### src/iee_pkg.sv
// Shared types, sizes and codes of the infix expression evaluator.
// Depends on nothing; every other file of the block imports it.
`default_nettype none
package iee_pkg;

  localparam int OP_DEPTH  = 32;
  localparam int VAL_DEPTH = 32;
  localparam int VAL_W     = 32;
  localparam int OCNT_W    = $clog2(OP_DEPTH + 1);
  localparam int VCNT_W    = $clog2(VAL_DEPTH + 1);
  localparam int DCNT_W    = $clog2(VAL_W);

  typedef logic [VAL_W-1:0] val_t;
  typedef logic [7:0]       op_entry_t;

  // lexeme kinds
  localparam logic [2:0] MODE_NUM   = 3'd0;
  localparam logic [2:0] MODE_OPER  = 3'd1;
  localparam logic [2:0] MODE_OPEN  = 3'd2;
  localparam logic [2:0] MODE_CLOSE = 3'd3;
  localparam logic [2:0] MODE_END   = 3'd4;

  // operator codes
  localparam logic [2:0] OP_ADD = 3'd0;
  localparam logic [2:0] OP_SUB = 3'd1;
  localparam logic [2:0] OP_MUL = 3'd2;
  localparam logic [2:0] OP_DIV = 3'd3;
  localparam logic [2:0] OP_NEG = 3'd4;

  localparam op_entry_t BRACKET_ENTRY = 8'h80;

  typedef enum logic [2:0] {
    ST_OK        = 3'd0,
    ST_LEX_ERR   = 3'd1,
    ST_UNMATCHED = 3'd2,
    ST_UNCLOSED  = 3'd3,
    ST_MISSING   = 3'd4,
    ST_EXTRA     = 3'd5,
    ST_DIV_ZERO  = 3'd6,
    ST_OVERFLOW  = 3'd7
  } status_t;

  // per-cell move: keep, take from the neighbor nearer the top, take from below
  typedef enum logic [1:0] {
    CELL_HOLD = 2'd0,
    CELL_UP   = 2'd1,
    CELL_DOWN = 2'd2
  } cell_cmd_t;

  typedef enum logic [1:0] {
    VC_HOLD = 2'd0,
    VC_PUSH = 2'd1,
    VC_REPL = 2'd2,
    VC_BIN  = 2'd3
  } vchain_cmd_t;

  typedef enum logic [1:0] {
    OC_HOLD = 2'd0,
    OC_PUSH = 2'd1,
    OC_POP  = 2'd2
  } ochain_cmd_t;

  typedef enum logic [2:0] {
    S_IDLE,
    S_POP_OP,
    S_POP_CLOSE,
    S_POP_END,
    S_EXEC,
    S_MUL,
    S_DIV,
    S_OUT
  } state_t;

endpackage
`default_nettype wire

### src/iee_val_cell.sv
// One entry of the value stack chain.
// Depends on iee_pkg.
`default_nettype none
module iee_val_cell (
  input  wire                 clk,
  input  iee_pkg::cell_cmd_t  cmd,
  input  iee_pkg::val_t       up_val,
  input  iee_pkg::val_t       down_val,
  output iee_pkg::val_t       q
);
  import iee_pkg::*;

  val_t val_r;

  always_ff @(posedge clk) begin
    case (cmd)
      CELL_UP:   val_r <= up_val;
      CELL_DOWN: val_r <= down_val;
      default:   val_r <= val_r;
    endcase
  end

  assign q = val_r;

endmodule
`default_nettype wire

### src/iee_op_cell.sv
// One entry of the operator stack chain.
// Depends on iee_pkg.
`default_nettype none
module iee_op_cell (
  input  wire                 clk,
  input  iee_pkg::cell_cmd_t  cmd,
  input  iee_pkg::op_entry_t  up_val,
  input  iee_pkg::op_entry_t  down_val,
  output iee_pkg::op_entry_t  q
);
  import iee_pkg::*;

  op_entry_t ent_r;

  always_ff @(posedge clk) begin
    case (cmd)
      CELL_UP:   ent_r <= up_val;
      CELL_DOWN: ent_r <= down_val;
      default:   ent_r <= ent_r;
    endcase
  end

  assign q = ent_r;

endmodule
`default_nettype wire

### src/iee_divider.sv
// Signed restoring divider, one quotient bit per cycle, truncating.
// Depends on iee_pkg.
`default_nettype none
module iee_divider (
  input  wire            clk,
  input  wire            rst_n,
  input  wire            start,
  input  iee_pkg::val_t  num,
  input  iee_pkg::val_t  den,
  output logic           done,
  output iee_pkg::val_t  quot
);
  import iee_pkg::*;

  logic              busy_r;
  logic              done_r;
  logic [DCNT_W-1:0] cnt_r;
  val_t              rem_r;
  val_t              quo_r;
  val_t              den_r;
  logic              neg_r;
  logic [VAL_W:0]    trial;

  assign trial = {rem_r, quo_r[VAL_W-1]} - {1'b0, den_r};

  always_ff @(posedge clk) begin
    if (!rst_n) begin
      busy_r <= 1'b0;
      done_r <= 1'b0;
      cnt_r  <= '0;
    end else begin
      done_r <= 1'b0;
      if (start) begin
        busy_r <= 1'b1;
        cnt_r  <= '0;
      end else if (busy_r) begin
        cnt_r <= cnt_r + 1'b1;
        if (cnt_r == DCNT_W'(VAL_W - 1)) begin
          busy_r <= 1'b0;
          done_r <= 1'b1;
        end
      end
    end
  end

  always_ff @(posedge clk) begin
    if (start) begin
      quo_r <= num[VAL_W-1] ? (-num) : num;
      den_r <= den[VAL_W-1] ? (-den) : den;
      neg_r <= num[VAL_W-1] ^ den[VAL_W-1];
      rem_r <= '0;
    end else if (busy_r) begin
      if (!trial[VAL_W]) begin
        rem_r <= trial[VAL_W-1:0];
        quo_r <= {quo_r[VAL_W-2:0], 1'b1};
      end else begin
        rem_r <= {rem_r[VAL_W-2:0], quo_r[VAL_W-1]};
        quo_r <= {quo_r[VAL_W-2:0], 1'b0};
      end
    end
  end

  assign done = done_r;
  assign quot = neg_r ? (-quo_r) : quo_r;

endmodule
`default_nettype wire

### src/infix_expression_evaluator_core.sv
// Top level of the shunting-yard expression evaluator.
// Depends on iee_pkg, iee_val_cell, iee_op_cell and iee_divider.
// Input channel (in_valid/in_stall): one lexeme per item. in_stall is low
//   only while the block is idle, so items are taken one at a time.
// Output channel (out_valid/out_stall): one item per end lexeme with the
//   expression value and a status code. Other lexemes give no item.
// Handling per item:
//   number, open bracket, bad lexeme: handled in idle, the next item may follow.
//   operator, close, end: the block leaves idle, pops stack entries one by
//   one, then looks at the stack top once more (not needed when a close
//   pops its bracket); an applied operator passes the execute state (add,
//   sub, negate, missing operand, divide by zero), multiply also a state
//   with the product registered, divide waiting one quotient bit per cycle.
// End: the result sits in the output register until out_stall is low; the
//   block then clears both stacks and its errors.
// Stacks: shift chains of cells, top of stack in cell 0; a push moves every
//   cell down one place, a pop moves every cell up. Counters track fill;
//   cell contents need no reset.
// Reset: rst_n (synchronous, low) empties both stacks, clears the errors
//   and drops any pending result.
`default_nettype none
module infix_expression_evaluator_core (
  input  wire         clk,
  input  wire         rst_n,
  input  wire         in_valid,
  output logic        in_stall,
  input  wire  [2:0]  in_mode,
  input  wire  [2:0]  in_operator_code,
  input  wire  [2:0]  in_priority_req,
  input  wire  signed [31:0] in_number_value,
  output logic        out_valid,
  input  wire         out_stall,
  output logic signed [31:0] out_result_value,
  output logic [2:0]  out_status
);
  import iee_pkg::*;

  state_t             state_r, state_nxt;
  state_t             ret_r, ret_nxt;
  logic [OCNT_W-1:0]  ocnt_r, ocnt_nxt;
  logic [VCNT_W-1:0]  vcnt_r, vcnt_nxt;
  status_t            perr_r, perr_nxt;
  status_t            eerr_r, eerr_nxt;
  logic [2:0]         prio_r, prio_nxt;
  logic [2:0]         opc_r, opc_nxt;
  logic [2:0]         aop_r, aop_nxt;
  val_t               prod_r, prod_nxt;
  val_t               res_r, res_nxt;
  status_t            stat_r, stat_nxt;

  vchain_cmd_t        vcmd;
  val_t               vdata;
  ochain_cmd_t        ocmd;
  op_entry_t          odata;
  logic               div_start;
  logic               div_done;
  val_t               div_q;

  val_t               vq [VAL_DEPTH];
  op_entry_t          oq [OP_DEPTH];

  // top-of-stack views
  val_t               va, vb;
  op_entry_t          otop;
  logic               top_pops;
  status_t            efin;

  assign va   = vq[0];
  assign vb   = vq[1];
  assign otop = oq[0];
  // unary minus on top yields only to strictly lower incoming priority
  assign top_pops = (otop[2:0] == OP_NEG) ? (otop[5:3] > prio_r) : (otop[5:3] >= prio_r);

  // ---------------- cell chains ----------------
  genvar gi;
  generate
    for (gi = 0; gi < VAL_DEPTH; gi++) begin : g_val
      cell_cmd_t c;
      val_t      up, dn;
      always_comb begin
        case (vcmd)
          VC_PUSH: c = CELL_UP;
          VC_REPL: c = (gi == 0) ? CELL_UP : CELL_HOLD;
          VC_BIN:  c = (gi == 0) ? CELL_UP : CELL_DOWN;
          default: c = CELL_HOLD;
        endcase
      end
      if (gi == 0) begin : g_head
        assign up = vdata;
      end else begin : g_body
        assign up = vq[gi-1];
      end
      if (gi == VAL_DEPTH - 1) begin : g_tail
        assign dn = vq[gi];
      end else begin : g_mid
        assign dn = vq[gi+1];
      end
      iee_val_cell u_cell (.clk(clk), .cmd(c), .up_val(up), .down_val(dn), .q(vq[gi]));
    end

    for (gi = 0; gi < OP_DEPTH; gi++) begin : g_op
      cell_cmd_t c;
      op_entry_t up, dn;
      always_comb begin
        case (ocmd)
          OC_PUSH: c = CELL_UP;
          OC_POP:  c = CELL_DOWN;
          default: c = CELL_HOLD;
        endcase
      end
      if (gi == 0) begin : g_head
        assign up = odata;
      end else begin : g_body
        assign up = oq[gi-1];
      end
      if (gi == OP_DEPTH - 1) begin : g_tail
        assign dn = oq[gi];
      end else begin : g_mid
        assign dn = oq[gi+1];
      end
      iee_op_cell u_cell (.clk(clk), .cmd(c), .up_val(up), .down_val(dn), .q(oq[gi]));
    end
  endgenerate

  iee_divider u_div (
    .clk   (clk),
    .rst_n (rst_n),
    .start (div_start),
    .num   (vb),
    .den   (va),
    .done  (div_done),
    .quot  (div_q)
  );

  // ---------------- registers ----------------
  always_ff @(posedge clk) begin
    if (!rst_n) begin
      state_r <= S_IDLE;
      ret_r   <= S_IDLE;
      ocnt_r  <= '0;
      vcnt_r  <= '0;
      perr_r  <= ST_OK;
      eerr_r  <= ST_OK;
    end else begin
      state_r <= state_nxt;
      ret_r   <= ret_nxt;
      ocnt_r  <= ocnt_nxt;
      vcnt_r  <= vcnt_nxt;
      perr_r  <= perr_nxt;
      eerr_r  <= eerr_nxt;
    end
  end

  always_ff @(posedge clk) begin
    prio_r <= prio_nxt;
    opc_r  <= opc_nxt;
    aop_r  <= aop_nxt;
    prod_r <= prod_nxt;
    res_r  <= res_nxt;
    stat_r <= stat_nxt;
  end

  // ---------------- control ----------------
  always_comb begin
    state_nxt = state_r;
    ret_nxt   = ret_r;
    ocnt_nxt  = ocnt_r;
    vcnt_nxt  = vcnt_r;
    perr_nxt  = perr_r;
    eerr_nxt  = eerr_r;
    prio_nxt  = prio_r;
    opc_nxt   = opc_r;
    aop_nxt   = aop_r;
    prod_nxt  = prod_r;
    res_nxt   = res_r;
    stat_nxt  = stat_r;
    vcmd      = VC_HOLD;
    vdata     = va;
    ocmd      = OC_HOLD;
    odata     = {2'b00, prio_r, opc_r};
    div_start = 1'b0;
    efin      = eerr_r;

    case (state_r)
      S_IDLE: begin
        if (in_valid) begin
          case (in_mode)
            MODE_NUM: begin
              if (vcnt_r == VCNT_W'(VAL_DEPTH)) begin
                if (eerr_r == ST_OK) eerr_nxt = ST_OVERFLOW;
              end else begin
                vcmd     = VC_PUSH;
                vdata    = val_t'(in_number_value);
                vcnt_nxt = vcnt_r + 1'b1;
              end
            end
            MODE_OPER: begin
              if (in_operator_code > OP_NEG) begin
                if (perr_r == ST_OK) perr_nxt = ST_LEX_ERR;
              end else begin
                prio_nxt  = in_priority_req;
                opc_nxt   = in_operator_code;
                state_nxt = S_POP_OP;
              end
            end
            MODE_OPEN: begin
              if (ocnt_r == OCNT_W'(OP_DEPTH)) begin
                if (eerr_r == ST_OK) eerr_nxt = ST_OVERFLOW;
              end else begin
                ocmd     = OC_PUSH;
                odata    = BRACKET_ENTRY;
                ocnt_nxt = ocnt_r + 1'b1;
              end
            end
            MODE_CLOSE: state_nxt = S_POP_CLOSE;
            MODE_END:   state_nxt = S_POP_END;
            default: begin
              if (perr_r == ST_OK) perr_nxt = ST_LEX_ERR;
            end
          endcase
        end
      end

      S_POP_OP: begin
        if (ocnt_r != '0 && !otop[7] && top_pops) begin
          ocmd      = OC_POP;
          ocnt_nxt  = ocnt_r - 1'b1;
          aop_nxt   = otop[2:0];
          ret_nxt   = S_POP_OP;
          state_nxt = S_EXEC;
        end else begin
          if (ocnt_r == OCNT_W'(OP_DEPTH)) begin
            if (eerr_r == ST_OK) eerr_nxt = ST_OVERFLOW;
          end else begin
            ocmd     = OC_PUSH;
            ocnt_nxt = ocnt_r + 1'b1;
          end
          state_nxt = S_IDLE;
        end
      end

      S_POP_CLOSE: begin
        if (ocnt_r == '0) begin
          if (perr_r == ST_OK) perr_nxt = ST_UNMATCHED;
          state_nxt = S_IDLE;
        end else begin
          ocmd     = OC_POP;
          ocnt_nxt = ocnt_r - 1'b1;
          if (otop[7]) begin
            state_nxt = S_IDLE;
          end else begin
            aop_nxt   = otop[2:0];
            ret_nxt   = S_POP_CLOSE;
            state_nxt = S_EXEC;
          end
        end
      end

      S_POP_END: begin
        if (ocnt_r == '0) begin
          if (eerr_r == ST_OK) begin
            if (vcnt_r == '0)                 efin = ST_MISSING;
            else if (vcnt_r != VCNT_W'(1))    efin = ST_EXTRA;
          end
          stat_nxt  = (perr_r != ST_OK) ? perr_r : efin;
          res_nxt   = (stat_nxt == ST_OK) ? va : '0;
          state_nxt = S_OUT;
        end else begin
          ocmd     = OC_POP;
          ocnt_nxt = ocnt_r - 1'b1;
          if (otop[7]) begin
            if (perr_r == ST_OK) perr_nxt = ST_UNCLOSED;
          end else begin
            aop_nxt   = otop[2:0];
            ret_nxt   = S_POP_END;
            state_nxt = S_EXEC;
          end
        end
      end

      S_EXEC: begin
        state_nxt = ret_r;
        if (aop_r == OP_NEG) begin
          if (vcnt_r == '0) begin
            if (eerr_r == ST_OK) eerr_nxt = ST_MISSING;
          end else begin
            vcmd  = VC_REPL;
            vdata = -va;
          end
        end else if (vcnt_r < VCNT_W'(2)) begin
          if (eerr_r == ST_OK) eerr_nxt = ST_MISSING;
        end else begin
          case (aop_r)
            OP_ADD: begin
              vcmd     = VC_BIN;
              vdata    = vb + va;
              vcnt_nxt = vcnt_r - 1'b1;
            end
            OP_SUB: begin
              vcmd     = VC_BIN;
              vdata    = vb - va;
              vcnt_nxt = vcnt_r - 1'b1;
            end
            OP_MUL: begin
              prod_nxt  = vb * va;
              state_nxt = S_MUL;
            end
            default: begin
              if (va == '0) begin
                if (eerr_r == ST_OK) eerr_nxt = ST_DIV_ZERO;
                vcmd     = VC_BIN;
                vdata    = '0;
                vcnt_nxt = vcnt_r - 1'b1;
              end else begin
                div_start = 1'b1;
                state_nxt = S_DIV;
              end
            end
          endcase
        end
      end

      S_MUL: begin
        vcmd      = VC_BIN;
        vdata     = prod_r;
        vcnt_nxt  = vcnt_r - 1'b1;
        state_nxt = ret_r;
      end

      S_DIV: begin
        if (div_done) begin
          vcmd      = VC_BIN;
          vdata     = div_q;
          vcnt_nxt  = vcnt_r - 1'b1;
          state_nxt = ret_r;
        end
      end

      S_OUT: begin
        if (!out_stall) begin
          ocnt_nxt  = '0;
          vcnt_nxt  = '0;
          perr_nxt  = ST_OK;
          eerr_nxt  = ST_OK;
          state_nxt = S_IDLE;
        end
      end

      default: state_nxt = S_IDLE;
    endcase
  end

  assign in_stall         = (state_r != S_IDLE);
  assign out_valid        = (state_r == S_OUT);
  assign out_result_value = res_r;
  assign out_status       = stat_r;

  // ---------------- assertions ----------------
  a_vcnt_bound: assert property (@(posedge clk) disable iff (!rst_n)
    vcnt_r <= VCNT_W'(VAL_DEPTH)) else $error("value count past depth");

  a_ocnt_bound: assert property (@(posedge clk) disable iff (!rst_n)
    ocnt_r <= OCNT_W'(OP_DEPTH)) else $error("operator count past depth");

  a_err_value_zero: assert property (@(posedge clk) disable iff (!rst_n)
    (out_valid && out_status != ST_OK) |-> (out_result_value == '0))
    else $error("value shown with an error status");

  a_clear_after_out: assert property (@(posedge clk) disable iff (!rst_n)
    (out_valid && !out_stall) |=> (vcnt_r == '0 && ocnt_r == '0 && perr_r == ST_OK))
    else $error("state not cleared after result");

  a_div_in_wait: assert property (@(posedge clk) disable iff (!rst_n)
    div_done |-> (state_r == S_DIV)) else $error("divider finished outside wait");

endmodule
`default_nettype wire

### config.mk
export PLATFORM = sky130hd
export DESIGN_NAME = infix_expression_evaluator_core
export DESIGN_NICKNAME = d
export VERILOG_FILES = /design/src/iee_pkg.sv /design/src/iee_val_cell.sv /design/src/iee_op_cell.sv /design/src/iee_divider.sv /design/src/infix_expression_evaluator_core.sv
export SDC_FILE = /design/constraint.sdc
export NUM_CORES = 2
export LEC_CHECK = 0
export ABC_CLOCK_PERIOD_IN_PS = 43300
export BUFFER_PORTS_ARGS = -buffer_cell sky130_fd_sc_hd__buf_2
export CAP_MARGIN = 10
export CORE_UTILIZATION = 40
export CTS_CLUSTER_DIAMETER = 60
export DETAILED_ROUTE_END_ITERATION = 12
export PLACE_DENSITY = 0.6
export SLEW_MARGIN = 25
export SYNTH_ARGS = -nofsm -noshare
export SYNTH_HDL_FRONTEND = slang
export SYNTH_SLANG_ARGS = --single-unit
### constraint.sdc
create_clock -name clk -period 43.3 [get_ports clk]
set_input_delay 6.495 -clock clk [delete_from_list [all_inputs] [get_ports clk]]
set_output_delay 6.495 -clock clk [all_outputs]
set_load 0.005 [all_outputs]
=== Word-level counts from Yosys, hierarchy flattened ===
Cells that the tools add are included.
Widths: inputs -> output; s select.

* Output and inout port bits: 37
* Bits of input ports: 45
* Bits in registers: 1484

* $lt $le $gt $ge: 4
* Add/subtract/negate cells: 11
* Reduce and logical (&&, ||, !) cells: 43
* Multipliers: 1
* Bitwise logic cells: 6
* Equality and inequality tests: 72
* Mux-type cells: 183

{| class="wikitable"
|+ Operators with widths
! cell !! count
|-
| $pmux 32 s2 || 31
|-
| $pmux 8 s2 || 31
|-
| $mux 32 || 13
|-
| $mux 3 || 46
|-
| $pmux 32 s4 || 1
|-
| $neg 32->32 || 3
|-
| $pmux 32 s3 || 1
|-
| $mux 6 || 13
|-
| $reduce_and 10->1 || 4
|-
| $ne 2x2->1 const B || 18
|-
| $sub 33x32->33 || 1
|-
| $add 32x32->32 || 1
|-
| $logic_not 32->1 || 1
|-
| $mul 32x32->32 || 1
|-
| $mux 8 || 4
|-
| $sub 32x32->32 || 1
|-
| $mux 31 || 1
|-
| $pmux 6 s5 || 1
|-
| $ne 3x3->1 const B || 9
|-
| $ne 4x4->1 const B || 6
|-
| $pmux 3 s2 || 4
|-
| $pmux 3 s4 || 2
|-
| $pmux 3 s8 || 1
|-
| $pmux 6 s4 || 1
|-
| other kinds (48) || 125
|}

=== Logic depth before layout (Yosys ltp) ===
* Depth in word-level cells: 12
* Gate-level depth with buffers: 28

=== Cells and area by module ===
A second synthesis with hierarchy kept.

* Cell total of the unflattened synthesis: 6745
* Area, all modules: 94015.2 sq um

{| class="wikitable"
|+ Modules (own cells, without submodules)
! module !! cells each !! times used !! area each (sq um) !! sequential area each (sq um)
|-
| iee_val_cell || 71 || 32 || 1525.2 || 960.9
|-
| infix_expression_evaluator_core || 2945 || 1 || 24885.1 || 2722.6
|-
| iee_op_cell || 20 || 32 || 391.6 || 240.2
|-
| iee_divider || 888 || 1 || 7791.2 || 2732.6
|}

=== Least setup slack after synthesis ===
OpenSTA, ideal clock, no wires.

* Kind: input to register
* Start: in in_mode[2]
* End: reg g_val[10].u_cell.val_r[0] (enable)
* Required time: 42.363 ns
* Path slack: 20.700 ns
* Arrival time: 21.663 ns
* Setup time: 0.937 ns
* Stages: 3
* Cells stage by stage: nor2_1 nor4b_1 or2_2

* Cells in the longest elaborated chain, start to end: 8
* Elaborated cells between the ends (all ways): 10
* Classes of those cells: eq/ne (4); mux (4); reduce/logical (2)

{| class="wikitable"
|+ Ends and longest elaborated chain
! item !! line !! text
|-
| start, declared || infix_expression_evaluator_core.sv:27 || <nowiki>input wire [2:0] in_mode,</nowiki>
|-
| $logic_not 3->1 * || infix_expression_evaluator_core.sv:187 || <nowiki>case (in_mode)</nowiki>
|-
| $mux 1 * || infix_expression_evaluator_core.sv:187 ||
|-
| $mux 1 * || infix_expression_evaluator_core.sv:186 || <nowiki>if (in_valid) begin</nowiki>
|-
| $pmux 2 s4 * || infix_expression_evaluator_core.sv:184 || <nowiki>case (state_r)</nowiki>
|-
| $eq 2x2->1 or $eq 2x1->1 (tied branches) || infix_expression_evaluator_core.sv:81 || <nowiki>case (vcmd)</nowiki>
|-
| $pmux 2 s2 * || infix_expression_evaluator_core.sv:81 ||
|-
| $eq 2x1->1 or $eq 2x2->1 (tied branches) || iee_val_cell.sv:16 || <nowiki>case (cmd)</nowiki>
|-
| $reduce_bool 2->1 (no line) * || n/a ||
|-
| end signal, assigned || iee_val_cell.sv:17 || <nowiki>CELL_UP: val_r <= up_val;</nowiki>
|-
| end signal, assigned || iee_val_cell.sv:18 || <nowiki>CELL_DOWN: val_r <= down_val;</nowiki>
|-
| end signal, assigned || iee_val_cell.sv:19 || <nowiki>default: val_r <= val_r;</nowiki>
|-
| end, declared || iee_val_cell.sv:13 || <nowiki>val_t val_r;</nowiki>
|}

Every way passes the cells marked *; elsewhere a longest branch is shown, timed or not.
A chain may end at the register's enable or synchronous reset.

=== Worst setup path after layout ===
* Start: in in_mode[2]
* End: reg g_val[10].u_cell.val_r[13] (enable)

Same word-level chain as after synthesis.

==> results_dict.tcl <==
set metrics [dict create \
    achievable-frequency_mhz 86.11 \
    dp_slack_ps 30020 \
    sw_frac_of_total_pct 40.36 \
    synth.largest_area_cell "edfxtp_1" \
    cells_after_synth 6167 \
    synthesis.area_um2 82590 \
    post-route-worst-setup-slack_ps 31690 \
    critical_path.startpoint_type "primary input" \
    drt_iter0_drc 3928 \
    cp_data_required_time_ps 43690 \
    drc 0 \
    timing.hold.worst_path_depth 0 \
    ant_nets 0 \
    cp_max_fo 87 \
    p_int_w 0.004462 \
    min_from "g_val[30].u_cell.q[26]" \
    synth_compound_gate_area_share_pct 4.616 \
    setup_crit_path_kind "in -> reg" \
    firstDrtPassIters 5 \
    synth_ff_type "edfxtp_1" \
    htree_num_levels 4 \
    power.static_leakage_nw 32.96 \
    most_common_library_cell_in_the_layout_ignoring_fill_and_taps "edfxtp_1" \
    clk_transition_reported_paths_ps 60 \
    power-per-cell-area_nw_per_um2 82.07 \
    final_net_count 6819 \
    unrepaired_setup_endpoints_after_global_routing "false" \
    report.final.setup_viol 0 \
    initial_utilization_pct 40.29 \
    timing.critical_path.cells "buf_2 > nor2_1 > nor4b_2 > buf_4 > or2_4 > buf_12 > buf_6 > buf_4 > buf_4 > buf_4 > buf_4" \
    critPathMostFrequentCell "buf_4" \
    yosys.cell_types.count 77 \
    grt-ovfl-total 0 \
    clock_power_share_pct 18.1 \
    synth_edf_count 1389 \
    seq_area_frac_synth_pct 51.98 \
    grt_start_max_net_pins 201 \
    coreArea_um2 205000 \
    buffers_inserted_by_post_cts_timing_repair 0 \
    clk_latency_ps 820 \
    reg2reg_slack_ps 33650 \
    irDropWorstVdd_uv 229.6 \
    synth-async-reset-ratio_pct 0 \
    clock_tree.buffer_depth 3 \
    wire_per_inst_um 19.64 \
    area_growth_pct 10.38 \
    cts.hold.buffers_added 0 \
    critical-path-max-stage-delay_ps 820 \
    pin_slew_with_the_least_headroom_to_its_limit_ps 1081 \
    timing.final.crit_period_ps 11610 \
    setup.worst_path.end_class "flop" \
    cts-resized-gates 0 \
    muxShareOfSynthArea_pct 16.14 \
    post_synth_fa_ha_maj_area_fraction_pct 13.01 \
    post-dp-hpwl_um 115500 \
    die_w_um 456.4 \
    p_comb_share_pct 53.6 \
    simple_logic_cell_fraction_of_the_synthesized_area_pct 7.309 \
    floorplan.die_area_um2 208300 \
    final_layout_size_suffix_gt1_share_pct 22.76 \
    buffer_ports.inserted 81 \
    arrival_ps 12000 \
    yosys_warnings 0 \
    share_of_the_clock_period_used_by_the_worst_path_pct 26.82 \
    cts_tree "yes" \
    synth_area_per_cell_um2 13.39 \
    globalplace.congestion 0.8868 \
    finish.cell_count_without_fillers 8977 \
    synthesis.nets 6825 \
    endpoint_with_the_worst_hold_slack "g_val[31].u_cell.q[26]" \
    sum_of_buffers_and_inverters_on_the_critical_path 8 \
    most-common-layout-cells "edfxtp_1 (1389), mux2_2 (985), inv_1 (468), nand2_1 (449), fa_1 (410)" \
    synth_area_leaders "edfxtp_1 (51%), mux2_2 (13%), fa_1 (9.9%)" \
    vias_in_the_first_global_route 48705 \
    worst_path_dominant_cell_family "buffers and inverters" \
    post_synth_xor_area_fraction_pct 2.959 \
    worst_flop_to_flop_path_startpoint "g_val[0].u_cell.q[1]" \
    outcome "completed" \
    timing.hold.worst.class "reg -> reg" \
    vias_per_cell 5.292 \
    cts_inserted_buffers 157 \
    top_level_ports 82 \
    vias 47510 \
    clock_tree.root_cell "clkbuf_16" \
    setup_tns_ps 0 \
    place_inst 8686 \
    p_switching_w 0.003020 \
    report.final.slew_viol_count 0 \
    synth.top_cell.area_share_pct 50.50 \
    hold_violations 0 \
    main_combinational_cell_family_by_area_after_synthesis "multiplexers" \
    timing.max_cap.violations 0 \
    grt_pass1_wl_um 280200 \
    die_h_um 456.4 \
    slew_headroom_pct 27.24 \
    cts_sinks 1450 \
    slowest_stage "buf_4" \
    reg2regPathDepth 16 \
    drt_wl_total_um 176300 \
    critical_path.reg2reg.endpoint "g_val[10].u_cell.q[13]" \
    ys_seq_elements 1450 \
    pwr-share-seq_pct 28.3 \
    maximum_clock_skew_at_final_layout_ps 63.42 \
    antenna_found_initial 3 \
    grtUsageTotal_pct 16.89 \
    rows 166 \
]
power groups by stage:
stage	logic (W)	registers [W]	clock network, W
after floorplan	0.00291	0.00215	0
after global placement	0.00390	0.00215	0
after detailed placement	0.00397	0.00215	0
after CTS	0.00399	0.00212	0.00140
after global routing	0.00442	0.00215	0.00145
final	0.00401	0.00212	0.00135
registers in the layout, indices dropped and copies added, names as in the netlist, 5 cells and up:
| name | flops |
|---|---|
| g_val.u_cell.q | 1024 |
| out_result_value | 32 |
| vcnt_r | 6 |
| g_op.u_cell.q | 224 |
| prod_r | 32 |
| ocnt_r | 6 |
| u_div.cnt_r | 5 |
| u_div.rem_r | 32 |
| u_div.quo_r | 32 |
| u_div.den_r | 32 |
Yosys cell counts, types with 12 or more instances:
library cell,count
edfxtp_1,1389
mux2_2,985
inv_1,469
nand2_1,450
fa_1,410
and2_1,339
clkbuf_1,238
ha_1,203
mux2_1,176
nor2_1,176
o21ai_0,162
xnor2_1,160
a21oi_1,139
xor2_1,119
buf_2,86
dfxtp_1,61
nor3_1,47
nand3_1,43
a21o_1,41
o21a_1,29
a31oi_1,27
mux2i_1,26
a221oi_1,24
a211oi_1,23
nand2b_1,23
o31ai_1,23
nor4_1,22
buf_4,21
nor2b_1,20
or3_1,20
o41ai_1,16
and3_1,15
o221ai_1,14
o211ai_1,13
or2_2,13
or4_1,12
per-stage QoR:
step | hold slack (ps) | power [W] | area [um2] | utilization (%)
finish | 436.7 | 0.007482 | 91170 | 44.47
detailed placement | 432.4 | 0.006117 | 85770 | 41.84
floorplan | 420.4 | 0.005055 | 82590 | -
global placement | 426.4 | 0.006042 | 85760 | 41.83
global route | 449.4 | 0.008022 | 91160 | 44.47
CTS | 439.1 | 0.007513 | 91070 | 44.42
final cells by class:
class	count	area, um2
fill	18408	113800
sequential	1450	42930
multi-input combinational	3891	36470
clock buffer	203	4192
tap	2688	3363
inverter	471	1775
timing repair buffer	190	1319
clock inverter	83	1109
antenna	1	2.502
layer usage:
| layer | wire (um) | GRT usage [%] |
|---|---|---|
| met5 | 0 | 0 |
| met3 | 9801 | 2.560 |
| met2 | 81960 | 26.91 |
| met4 | 5453 | 5.962 |
| met1 | 79060 | 23.40 |
worst reg2reg max path, stage by stage (launching register included):
cell and delay (ps):
edfxtp_1 350, buf_4 260, clkinv_1 240, ha_1 290, or3b_1 490, or3_1 460
or4_1 630, or4b_1 680, a2111oi_4 600, buf_4 530, or2_4 640, buf_12 320
buf_6 630, buf_4 820, buf_4 770, buf_4 620, buf_4 840
logic make-up (layout without fill, tap and decap cells):
logic type | Yosys count | in the layout
AOI/OAI and AO/OA | 591 | 591
xor gates and xnor gates | 279 | 279
adders and majority gates | 613 | 613
buffers and inverters | 826 | 947
DFF | 1450 | 1450
muxes | 1187 | 1187
other | 0 | 1
and+or+nand+nor | 1221 | 1221
worst max path at each step:
stage,start,endpoint,slack [ps],cells past startpoint
global route,in_mode[2],g_val[10].u_cell.q[13],31300,11
detailed placement,in_mode[2],g_val[6].u_cell.q[16],30020,10
CTS,in_mode[2],g_val[6].u_cell.q[9],30880,10
global placement,in_mode[2],g_val[6].u_cell.q[9],30160,10
finish,in_mode[2],g_val[10].u_cell.q[13],31690,11
floorplan,in_mode[2],g_val[10].u_cell.q[0],20700,3
(Power assumes the default switching activity.)
